[src/tmt_pkg.sv]
// TinyMT32 generator: shared types, constants and helper functions.
// Used by every module of the block and by the channel interfaces.
`timescale 1ns / 1ps

package tmt_pkg;

   localparam int unsigned WordWidth  = 32;
   localparam int unsigned StepWidth  = 5;
   localparam int unsigned MixRounds  = 7;
   localparam int unsigned WarmSteps  = 8;
   localparam int unsigned ShiftA     = 1;
   localparam int unsigned ShiftB     = 10;
   localparam int unsigned ShiftT     = 8;
   localparam int unsigned MixShift   = 30;

   localparam logic [31:0] GEN_MASK  = 32'h7fff_ffff;
   localparam logic [31:0] MIX_MULT  = 32'h6c07_8965;
   localparam logic [31:0] CERT_T    = 32'h0000_0054;
   localparam logic [31:0] CERT_I    = 32'h0000_0049;
   localparam logic [31:0] CERT_N    = 32'h0000_004e;
   localparam logic [31:0] CERT_Y    = 32'h0000_0059;

   typedef logic [3:0][WordWidth-1:0] gen_words_type;

   typedef enum logic [1:0] {
      OP_SEED = 2'd0,
      OP_LOAD = 2'd1,
      OP_NEXT = 2'd2
   } opcode_type;

   typedef enum logic [1:0] {
      CSR_MAT1 = 2'd0,
      CSR_MAT2 = 2'd1,
      CSR_TMAT = 2'd2
   } csr_index_type;

   typedef enum logic [1:0] {
      ST_IDLE,
      ST_MIX_MUL,
      ST_MIX_ACC,
      ST_WARM
   } seq_state_type;

   typedef struct packed {
      logic [WordWidth-1:0] mat1;
      logic [WordWidth-1:0] mat2;
      logic [WordWidth-1:0] tmat;
   } gen_params_type;

   // an all-zero state would never leave zero, so swap in "TINY"
   function automatic gen_words_type certify(gen_words_type w);
      gen_words_type r;
      r = w;
      if ((w[0] | w[1] | w[2] | w[3]) == '0) begin
         r[0] = CERT_T;
         r[1] = CERT_I;
         r[2] = CERT_N;
         r[3] = CERT_Y;
      end
      return r;
   endfunction

endpackage

[src/tmt_channels.sv]
// Valid/ready channel interfaces for the TinyMT32 generator:
// request, response and register write. Depends on tmt_pkg.
`timescale 1ns / 1ps

interface tmt_req_if;
   logic                          valid;
   logic                          ready;
   logic [1:0]                    opcode;
   logic [tmt_pkg::WordWidth-1:0] seed_value;
   logic [tmt_pkg::WordWidth-1:0] load_word0;
   logic [tmt_pkg::WordWidth-1:0] load_word1;
   logic [tmt_pkg::WordWidth-1:0] load_word2;
   logic [tmt_pkg::WordWidth-1:0] load_word3;

   modport source (output valid, opcode, seed_value, load_word0, load_word1,
                   load_word2, load_word3, input ready);
   modport sink   (input valid, opcode, seed_value, load_word0, load_word1,
                   load_word2, load_word3, output ready);
endinterface

interface tmt_rsp_if;
   logic                          valid;
   logic                          ready;
   logic [tmt_pkg::WordWidth-1:0] random_value;

   modport source (output valid, random_value, input ready);
   modport sink   (input valid, random_value, output ready);
endinterface

interface tmt_csr_if;
   logic                          valid;
   logic                          ready;
   logic [1:0]                    index;
   logic [tmt_pkg::WordWidth-1:0] data;

   modport source (output valid, index, data, input ready);
   modport sink   (input valid, index, data, output ready);
endinterface

[src/tmt_mix.sv]
// Seed mixing multiplier: one round's product of the 0x6c078965 recurrence,
// registered. Depends on tmt_pkg.
`timescale 1ns / 1ps

module tmt_mix (
   input  logic                          clock,
   input  logic [tmt_pkg::WordWidth-1:0] prev_word,
   output logic [tmt_pkg::WordWidth-1:0] product_ff
);

   logic [tmt_pkg::WordWidth-1:0] folded;
   logic [tmt_pkg::WordWidth-1:0] product_in;

   // only the low word of the product is kept, so a 32x32 multiply will do
   always_comb begin
      folded     = prev_word ^ (prev_word >> tmt_pkg::MixShift);
      product_in = tmt_pkg::MIX_MULT * folded;
   end

   always_ff @(posedge clock) begin
      product_ff <= product_in;
   end

endmodule

[src/tmt_advance.sv]
// State advance and output tempering, shared by warm-up and next requests.
// Depends on tmt_pkg.
`timescale 1ns / 1ps

module tmt_advance (
   input  tmt_pkg::gen_words_type         words,
   input  tmt_pkg::gen_params_type        params,
   output tmt_pkg::gen_words_type         next_words,
   output logic [tmt_pkg::WordWidth-1:0]  tempered
);

   logic [tmt_pkg::WordWidth-1:0] x;
   logic [tmt_pkg::WordWidth-1:0] y;
   logic [tmt_pkg::WordWidth-1:0] sum;

   always_comb begin
      x = (words[0] & tmt_pkg::GEN_MASK) ^ words[1] ^ words[2];
      x = x ^ (x << tmt_pkg::ShiftA);
      y = words[3] ^ (words[3] >> tmt_pkg::ShiftA) ^ x;
      next_words[0] = words[1];
      next_words[1] = words[2];
      next_words[2] = x ^ (y << tmt_pkg::ShiftB);
      next_words[3] = y;
      if (y[0]) begin
         next_words[1] = words[2] ^ params.mat1;
         next_words[2] = x ^ (y << tmt_pkg::ShiftB) ^ params.mat2;
      end

      // tempering works on the freshly advanced words
      sum      = next_words[0] + (next_words[2] >> tmt_pkg::ShiftT);
      tempered = next_words[3] ^ sum;
      if (sum[0]) begin
         tempered = tempered ^ params.tmat;
      end
   end

endmodule

[src/tinymt32_generator.sv]
// TinyMT32 generator top level: sequencer, state words, registers, response.
// Depends on tmt_pkg, tmt_channels, tmt_mix and tmt_advance.
`timescale 1ns / 1ps

// A next request (opcode 2) advances the 128-bit state and returns one tempered
// 32-bit word through the response register. A load (opcode 1) returns nothing;
// an all-zero load is replaced by the words "TINY". A seed (opcode 0) returns
// nothing and keeps the block busy after acceptance: seven mixing rounds,
// each through ST_MIX_MUL and ST_MIX_ACC and the single 32x32 multiplier,
// then eight advances through the shared advance unit. Opcode 3 is accepted
// and ignored. Requests are held off while a response is pending and not being
// taken. mat1, mat2 and tmat are written through the register port (always
// ready) by the user only while the block is idle; the block does not enforce it.

module tinymt32_generator (
   input  logic      clock,
   input  logic      reset,
   tmt_req_if.sink   req_bus,
   tmt_rsp_if.source rsp_bus,
   tmt_csr_if.sink   csr_bus
);

   tmt_pkg::seq_state_type        state_ff, state_in;
   tmt_pkg::gen_words_type        words_ff, words_in;
   logic [tmt_pkg::StepWidth-1:0] seed_step_ff, seed_step_in;
   tmt_pkg::gen_params_type       params_ff;
   logic                          rsp_valid_ff, rsp_valid_in;
   logic [tmt_pkg::WordWidth-1:0] random_value_ff, random_value_in;

   tmt_pkg::gen_words_type        adv_words;
   logic [tmt_pkg::WordWidth-1:0] adv_tempered;
   logic [tmt_pkg::WordWidth-1:0] mix_product;
   logic [1:0]                    prev_idx;
   logic [1:0]                    cur_idx;
   tmt_pkg::gen_words_type        mixed;
   logic                          req_fire;

   tmt_mix u_mix (
      .clock      (clock),
      .prev_word  (words_ff[prev_idx]),
      .product_ff (mix_product)
   );

   tmt_advance u_advance (
      .words      (words_ff),
      .params     (params_ff),
      .next_words (adv_words),
      .tempered   (adv_tempered)
   );

   assign cur_idx  = seed_step_ff[1:0];
   assign prev_idx = cur_idx - 2'd1;

   assign req_bus.ready = (state_ff == tmt_pkg::ST_IDLE) && (!rsp_valid_ff || rsp_bus.ready);
   assign req_fire      = req_bus.valid && req_bus.ready;

   assign rsp_bus.valid        = rsp_valid_ff;
   assign rsp_bus.random_value = random_value_ff;
   assign csr_bus.ready        = 1'b1;

   always_comb begin
      state_in        = state_ff;
      words_in        = words_ff;
      seed_step_in    = seed_step_ff;
      rsp_valid_in    = rsp_valid_ff && !rsp_bus.ready;
      random_value_in = random_value_ff;
      mixed           = words_ff;
      mixed[cur_idx]  = words_ff[cur_idx] ^ (mix_product + tmt_pkg::WordWidth'(seed_step_ff));

      case (state_ff)
         tmt_pkg::ST_IDLE: begin
            if (req_fire) begin
               case (req_bus.opcode)
                  tmt_pkg::OP_SEED: begin
                     words_in[0]  = req_bus.seed_value;
                     words_in[1]  = params_ff.mat1;
                     words_in[2]  = params_ff.mat2;
                     words_in[3]  = params_ff.tmat;
                     seed_step_in = tmt_pkg::StepWidth'(1);
                     state_in     = tmt_pkg::ST_MIX_MUL;
                  end
                  tmt_pkg::OP_LOAD: begin
                     words_in[0] = req_bus.load_word0;
                     words_in[1] = req_bus.load_word1;
                     words_in[2] = req_bus.load_word2;
                     words_in[3] = req_bus.load_word3;
                     words_in    = tmt_pkg::certify(words_in);
                  end
                  tmt_pkg::OP_NEXT: begin
                     words_in        = adv_words;
                     random_value_in = adv_tempered;
                     rsp_valid_in    = 1'b1;
                  end
                  default: begin
                  end
               endcase
            end
         end
         tmt_pkg::ST_MIX_MUL: begin
            state_in = tmt_pkg::ST_MIX_ACC;
         end
         tmt_pkg::ST_MIX_ACC: begin
            if (seed_step_ff == tmt_pkg::StepWidth'(tmt_pkg::MixRounds)) begin
               words_in     = tmt_pkg::certify(mixed);
               seed_step_in = '0;
               state_in     = tmt_pkg::ST_WARM;
            end else begin
               words_in     = mixed;
               seed_step_in = seed_step_ff + tmt_pkg::StepWidth'(1);
               state_in     = tmt_pkg::ST_MIX_MUL;
            end
         end
         tmt_pkg::ST_WARM: begin
            words_in = adv_words;
            if (seed_step_ff == tmt_pkg::StepWidth'(tmt_pkg::WarmSteps - 1)) begin
               seed_step_in = '0;
               state_in     = tmt_pkg::ST_IDLE;
            end else begin
               seed_step_in = seed_step_ff + tmt_pkg::StepWidth'(1);
            end
         end
         default: begin
            state_in = tmt_pkg::ST_IDLE;
         end
      endcase
   end

   always_ff @(posedge clock) begin
      if (reset) begin
         state_ff     <= tmt_pkg::ST_IDLE;
         seed_step_ff <= '0;
         rsp_valid_ff <= 1'b0;
         words_ff[0]  <= tmt_pkg::CERT_T;
         words_ff[1]  <= tmt_pkg::CERT_I;
         words_ff[2]  <= tmt_pkg::CERT_N;
         words_ff[3]  <= tmt_pkg::CERT_Y;
      end else begin
         state_ff     <= state_in;
         seed_step_ff <= seed_step_in;
         rsp_valid_ff <= rsp_valid_in;
         words_ff     <= words_in;
      end
      random_value_ff <= random_value_in;
   end

   // register writes; an index beyond the list is dropped
   always_ff @(posedge clock) begin
      if (reset) begin
         params_ff <= '0;
      end else if (csr_bus.valid) begin
         case (csr_bus.index)
            tmt_pkg::CSR_MAT1: params_ff.mat1 <= csr_bus.data;
            tmt_pkg::CSR_MAT2: params_ff.mat2 <= csr_bus.data;
            tmt_pkg::CSR_TMAT: params_ff.tmat <= csr_bus.data;
            default: begin
            end
         endcase
      end
   end

endmodule
[src/flat_wrapper.sv]
// flat-port wrapper written by rule: the top's interface ports become plain ports
module tinymt32_generator_flat 
  (clock, reset, req_bus_valid, req_bus_opcode, req_bus_seed_value, req_bus_load_word0, req_bus_load_word1, req_bus_load_word2, req_bus_load_word3, req_bus_ready, rsp_bus_valid, rsp_bus_random_value, rsp_bus_ready, csr_bus_valid, csr_bus_index, csr_bus_data, csr_bus_ready);
  tmt_req_if req_bus_i ();
  tmt_rsp_if rsp_bus_i ();
  tmt_csr_if csr_bus_i ();
  input  logic clock;
  input  logic reset;
  input wire logic [$bits(req_bus_i.valid)-1:0] req_bus_valid;
  input wire logic [$bits(req_bus_i.opcode)-1:0] req_bus_opcode;
  input wire logic [$bits(req_bus_i.seed_value)-1:0] req_bus_seed_value;
  input wire logic [$bits(req_bus_i.load_word0)-1:0] req_bus_load_word0;
  input wire logic [$bits(req_bus_i.load_word1)-1:0] req_bus_load_word1;
  input wire logic [$bits(req_bus_i.load_word2)-1:0] req_bus_load_word2;
  input wire logic [$bits(req_bus_i.load_word3)-1:0] req_bus_load_word3;
  output wire logic [$bits(req_bus_i.ready)-1:0] req_bus_ready;
  output wire logic [$bits(rsp_bus_i.valid)-1:0] rsp_bus_valid;
  output wire logic [$bits(rsp_bus_i.random_value)-1:0] rsp_bus_random_value;
  input wire logic [$bits(rsp_bus_i.ready)-1:0] rsp_bus_ready;
  input wire logic [$bits(csr_bus_i.valid)-1:0] csr_bus_valid;
  input wire logic [$bits(csr_bus_i.index)-1:0] csr_bus_index;
  input wire logic [$bits(csr_bus_i.data)-1:0] csr_bus_data;
  output wire logic [$bits(csr_bus_i.ready)-1:0] csr_bus_ready;
  assign req_bus_i.valid = req_bus_valid;
  assign req_bus_i.opcode = req_bus_opcode;
  assign req_bus_i.seed_value = req_bus_seed_value;
  assign req_bus_i.load_word0 = req_bus_load_word0;
  assign req_bus_i.load_word1 = req_bus_load_word1;
  assign req_bus_i.load_word2 = req_bus_load_word2;
  assign req_bus_i.load_word3 = req_bus_load_word3;
  assign req_bus_ready = req_bus_i.ready;
  assign rsp_bus_valid = rsp_bus_i.valid;
  assign rsp_bus_random_value = rsp_bus_i.random_value;
  assign rsp_bus_i.ready = rsp_bus_ready;
  assign csr_bus_i.valid = csr_bus_valid;
  assign csr_bus_i.index = csr_bus_index;
  assign csr_bus_i.data = csr_bus_data;
  assign csr_bus_ready = csr_bus_i.ready;
  tinymt32_generator u_core (.clock(clock), .reset(reset), .req_bus(req_bus_i), .rsp_bus(rsp_bus_i), .csr_bus(csr_bus_i));
endmodule
[config.mk]
export PLATFORM = sky130hd
export DESIGN_NAME = tinymt32_generator_flat
export DESIGN_NICKNAME = d
export VERILOG_FILES = /design/src/tmt_pkg.sv /design/src/tmt_channels.sv /design/src/tmt_mix.sv /design/src/tmt_advance.sv /design/src/tinymt32_generator.sv /design/src/flat_wrapper.sv
export SDC_FILE = /design/constraint.sdc
export NUM_CORES = 2
export LEC_CHECK = 0
export ABC_AREA = 1
export ABC_CLOCK_PERIOD_IN_PS = 25200
export BUFFER_PORTS_ARGS = -buffer_cell sky130_fd_sc_hd__buf_2
export CAP_MARGIN = 40
export CORE_MARGIN = 2
export CORE_UTILIZATION = 45
export DETAILED_ROUTE_END_ITERATION = 10
export HOLD_SLACK_MARGIN = 0.06
export SLEW_MARGIN = 20
export SYNTH_ARGS = -nofsm -noshare
export SYNTH_HDL_FRONTEND = slang
export SYNTH_SLANG_ARGS = --single-unit
[constraint.sdc]
create_clock -name clock -period 25.2 [get_ports clock]
set_input_delay 1.26 -clock clock [delete_from_list [all_inputs] [get_ports clock]]
set_output_delay 1.26 -clock clock [all_outputs]
set_load 0.005 [all_outputs]
Yosys cells after proc, flatten, opt, wreduce, memory -nomap -nowiden
Cells that the tools add are included.

word-level totals
  flip-flop bits (word level) = 296
  memory bits (read-only) = 0
  logic and storage cells = 99
  bits of input ports = 201
  bits in latches = 0
  memories kept = 0
  memory bits (writable) = 0

operators by class
  $mul = 1
  mux-type cells = 27
  $add $sub $neg = 4
  bitwise operators = 18
  magnitude comparators = 3
  divide/modulo/power cells = 0
  equality and inequality tests = 12
  reductions and logical operators = 22
  shifts and indexed selects = 0

operators with widths
  kind                                                number
  one-hot mux 128 bit (3 select lines)                2
  two-way mux 128 bit                                 4
  bitwise XOR 32 bit                                  9
  bitwise OR 32 bit                                   6
  binary-select mux 32 bit (select 2 bit)             2
  bitwise mux 128 bit                                 1
  two-way mux 32 bit                                  4
  demux 32 bit (select 2 bit)                         1
  logical NOT 32 bit                                  2
  two-way mux 64 bit                                  1
  adder 32 x 24 -> 32 bit                             1
  adder 32 x 5 -> 32 bit                              1
  multiplier 31 x 32 -> 32 bit, first input constant  1
  bitwise XOR 31 x 32 -> 32 bit                       1
  bitwise XOR 32 x 2 -> 32 bit                        1
  bitwise XOR 32 x 31 -> 32 bit                       1
  two-way mux 5 bit                                   3
  AND reduction 3 bit                                 4
  one-hot mux 5 bit (2 select lines)                  1
  == test 2 bit, second input constant                4
  two-way mux 2 bit                                   4
  one-hot mux 2 bit (4 select lines)                  1
  == test 2 x 1 -> 1 bit, second input constant       3
  logical NOT 2 bit                                   3
  16 further kinds                                    26

Longest topological paths before layout
  depth in word-level cells = 12
  gate-level depth with buffers = 40
  mapped depth without buffers = 33

Modules after synthesis
From an unflattened synthesis, not the netlist that was laid out.

unflattened totals
  cells, all modules = 5489
  area, all modules = 35397.7 µm²

by module, submodules not included
  module              cells each  area an instance (µm²)  times used
  tinymt32_generator  3090        19537.5                 1
  tmt_mix             971         8783.4                  1
  tmt_advance         1428        7076.8                  1

Worst setup path before layout
Ideal clock, no wire load.

  path type = reg-to-reg
  from = reg u_core.seed_step_ff[0] (netlist bit)
  to = reg u_core.u_mix.product_ff[28] (netlist bit)
  arrival = 8720 ps
  clock period less this slack = 8833 ps
  library setup time = 112 ps
  slack = 16367 ps
  data required time = 25088 ps
  cell stages (with the launch flop) = 36
  cell sequence = dfxtp_1 -> inv_2 -> clkbuf_1 -> clkbuf_1 -> buf_2 -> clkbuf_1 -> ha_1 -> clkbuf_1 -> inv_1 -> clkbuf_1 -> clkbuf_1 -> clkbuf_1 -> a21oi_1 -> a21oi_1 -> ha_1 -> ha_1 -> fa_1 -> inv_1 -> fa_1 -> fa_1 -> fa_1 -> inv_1 -> fa_1 -> inv_1 -> fa_1 -> inv_1 -> ha_1 -> a21oi_1 -> a21boi_0 -> o21ai_1 -> a21oi_1 -> o21ai_1 -> nand2_1 -> nand2_1 -> nand2_1 -> nand2_1

on the way
  word-level cells in the longest chain between the ends = 5

ends and longest elaborated chain
  item                                         RTL line                   RTL
  start: declaration                           tinymt32_generator.sv:25   logic [tmt_pkg::StepWidth-1:0] seed_step_ff, seed_step_in;
  start signal: assignment                     tinymt32_generator.sv:139  seed_step_ff <= seed_step_in;
  subtractor 2 x 1 -> 2 bit                    tinymt32_generator.sv:52   assign prev_idx = cur_idx - 2'd1;
  binary-select mux 32 bit (select 2 bit)      tinymt32_generator.sv:40   .prev_word (words_ff[prev_idx]),
  two-way mux 32 bit (implied by the code)     tinymt32_generator.sv:40
  bitwise XOR 32 x 2 -> 32 bit                 tmt_mix.sv:16              folded = prev_word ^ (prev_word >> tmt_pkg::MixShift);
  multiplier 31 x 32 -> 32 bit                 tmt_mix.sv:17              product_in = tmt_pkg::MIX_MULT * folded;
  named net u_core.u_mix.product_in (one bit)  tmt_mix.sv:12              logic [tmt_pkg::WordWidth-1:0] product_in;
  end signal: assignment                       tmt_mix.sv:21              product_ff <= product_in;
  end: declaration                             tmt_mix.sv:8               output logic [tmt_pkg::WordWidth-1:0] product_ff

The timed path passes the listed nets, and every way through them passes these cells. The select of a mux whose other input is x is not followed.
A chain may end at the register's enable or synchronous reset.

Worst setup path in the final report
  from = reg u_core.seed_step_ff[0] (netlist bit)
  to = reg u_core.u_mix.product_ff[30] (netlist bit)

The elaborated chain is that of the path after synthesis.

==> results.txt <==
Crit Reg-Reg Endpoint: u_core.u_mix.product_ff[30]$_DFF_P_
synth warn: 0
CTS tree: yes
share of cells above drive strength 1: 9.815%
DRC Markers: 0
vias in the first global route: 30.82k
average size of a mapped cell: 6.885 um2
Global Route Usage Sum: 34.56%
clock sinks: 296
met1 Track Usage GR: 49.50%
crit path time final: 9.522 ns
Req. time, crit path: 25.66 ns
critical path depth in cells: 34
most frequent CP cell: ha_1
hold_ws: 0.4825 ns
Least-Margin Pin Slew: 0.9679 ns
post-route ant nets: 0
f_max: 105.0 MHz
clk buf depth: 3
Post-Route Setup TNS: 0 ns
pin count of the biggest net entering global routing: 141
placeable core region: 71360 um2
Die Y: 272.3 um
Buf+Inv Stages, Crit Path: 8
Starting Density: 45.39%
unrepaired setup endpoints after global routing: false
# diodes: 0
sequential area share after synthesis: 19.28%
most frequent cells in the layout: 885 x nand2_1, 524 x inv_1, 448 x o21ai_0
wire per inst: 22.83 um
post-synthesis register bit count: 296
CP Capture Point: u_core.u_mix.product_ff[30]$_DFF_P_
Setup crit start: u_core.seed_step_ff[0]$_SDFFE_PP0P_
CP delay by family, top: adder cells
Final Non-Filler Cells: 5759
Post-synth EDFFs: 32
cells after synthesis: 4704
port bufs: 234
clk slew on worst S/H paths: 0.06 ns
period utilization: 37.79%
Clk Latency, worst-skew pair: 0.58 ns
placed cell count: 5689
TritonCTS buffer count: 36
Async SR Flop Fraction: 0%
Final Routed Wirelength: 131.5 mm
CP Class: reg2reg
first-pass GRT wire length: 195.6 mm
syn_nets: 5297
post-synthesis cell area: 32390 um2
Post-DP Area: 34260 um2
worst reg-to-reg setup slack: 15.68 ns
row count: 98
commonest non-fill, non-tap cell in the layout: nand2_1
largest cells by area after synthesis: dfxtp_1 16%, nand2_1 10%, ha_1 9.4%, fa_1 9.1%, o21ai_0 6.9%
Worst Path Max Fanout: 74
fin nets: 5374
Slew headroom: 35.47%
final setup fails: 0
post-CTS sizing: 0
Yosys top cell area share: 16.32%
maxcap violations: 0
grt total ovfl: 0
critical path launch point type: flip-flop
global-route met2 utilization: 50.13%
Synth Flop Type: dfxtp_1
Critical Path Slowest Stage Cell: dfxtp_4
Final Hold Violating Endpoints: 0
biggest area consumer among synthesized cells: dfxtp_1
Reg2Reg Depth: 34
initial antenna violation count: 1
# IOs: 236
design area: 35530 um2
busiest grt layer: met2
via/cell ratio: 5.773
outcome: completed
dpl hpwl: 100.1 mm
Setup Fix Bufs, Post-CTS: 0
Final GP Congestion: 1.006
CTS root buffer: clkbuf_16
crit-path max cell delay: 0.83 ns
vias: 33.25k
Pre-antenna DRT Iters: 6
Synth-to-Final Area Change: 9.712%
grt met3 use: 8.569%
worst r2r src: u_core.seed_step_ff[0]$_SDFFE_PP0P_
DIE AREA: 74140 um2
skew final: 0.03629 ns
H-tree levels: 2
Final Max Slew Viols: 0
Hold Path Class: reg2reg
hold buffer count at cts: 0
CP arrival: 9.98 ns
initial DRC count: 4542
die width: 272.3 um
Crit. End Element: flip-flop
Yosys cell types: 60
[routing by layer]
metal  wire length [um]  share of wire, %  up-vias
li1                   -                 -    15680
met1              56990                43    15440
met2              53670                41     1885
met3              15780                12      233
met4               5008               3.8        2
met5                 13            0.0099        -
[registers in the layout, summed over array words and instances (netlist names)]
signal                       flops
u_core.params_ff                96
u_core.rsp_bus.random_value     32
u_core.state_ff                  2
u_core.u_mix.product_ff         32
u_core.seed_step_ff              5
u_core.rsp_bus.valid             1
u_core.words_ff                128
[metrics by stage]
stage               setup slack, ns  util [%]
finish                        15.68     49.79
floorplan                     16.37         -
CTS                           15.57     49.73
global route                  15.00     49.79
detailed placement            15.59     48.00
global placement              15.81     47.92
[layout make-up]
cell class	instances	area, um2
clock buffers	49	1051
clock inverters	17	182.7
fillers	7302	35830
inverters	538	2028
multi-input cells	3604	23070
flip-flops and latches	296	6251
well taps	950	1189
repair buffers	305	1759
[cell usage after synthesis (148+ instances only)]
library cell	instances
fa_1	148
nand3_1	237
nor2_1	425
dfxtp_1	264
o21ai_0	448
xnor2_1	160
a21oi_1	340
clkbuf_1	204
xor2_1	242
nand2_1	887
ha_1	244
inv_1	528
[worst reg2reg max path: cells and delay by family (launching register included)]
kind | cells | cell delay [ns]
adder cells (fa/ha/maj) | 10 | 3.70
AO/OA/AOI/OAI | 11 | 2.31
buffers and inverters | 8 | 2.24
flip-flops | 1 | 0.83
AND/OR/NAND/NOR | 5 | 0.34
[how the worst min path moves through the flow]
| stage | from | end | slack (ns) | depth (start not counted) |
|---|---|---|---|---|
| after detailed placement | u_core.params_ff[70]$_SDFFE_PP0P_ | u_core.params_ff[70]$_SDFFE_PP0P_ | 0.47 | 2 |
| after global routing | u_core.params_ff[70]$_SDFFE_PP0P_ | u_core.params_ff[70]$_SDFFE_PP0P_ | 0.50 | 2 |
| after global placement | u_core.params_ff[70]$_SDFFE_PP0P_ | u_core.params_ff[70]$_SDFFE_PP0P_ | 0.46 | 2 |
| final | u_core.params_ff[70]$_SDFFE_PP0P_ | u_core.params_ff[70]$_SDFFE_PP0P_ | 0.48 | 2 |
| after CTS | u_core.params_ff[70]$_SDFFE_PP0P_ | u_core.params_ff[70]$_SDFFE_PP0P_ | 0.48 | 2 |
| after floorplan | u_core.params_ff[70]$_SDFFE_PP0P_ | u_core.params_ff[70]$_SDFFE_PP0P_ | 0.44 | 2 |
[kinds of logic (layout without fill, tap and decap cells)]
kind of cell | count (synthesis) | after routing | synth area share [%]
flip-flops | 296 | 296 | 19.28
other | 1 | 1 | 0.01158
buffers and inverters | 804 | 909 | 9.712
AND/OR/NAND/NOR | 1703 | 1703 | 22.03
AO/OA/AOI/OAI | 1103 | 1103 | 19.41
multiplexers | 2 | 2 | 0.06181
XOR/XNOR | 403 | 403 | 10.92
adder cells (fa/ha/maj) | 392 | 392 | 18.57
Power is left out: the tool's default activity adds up to more than one toggle a clock period on the data nets, which glitch-free logic cannot reach.
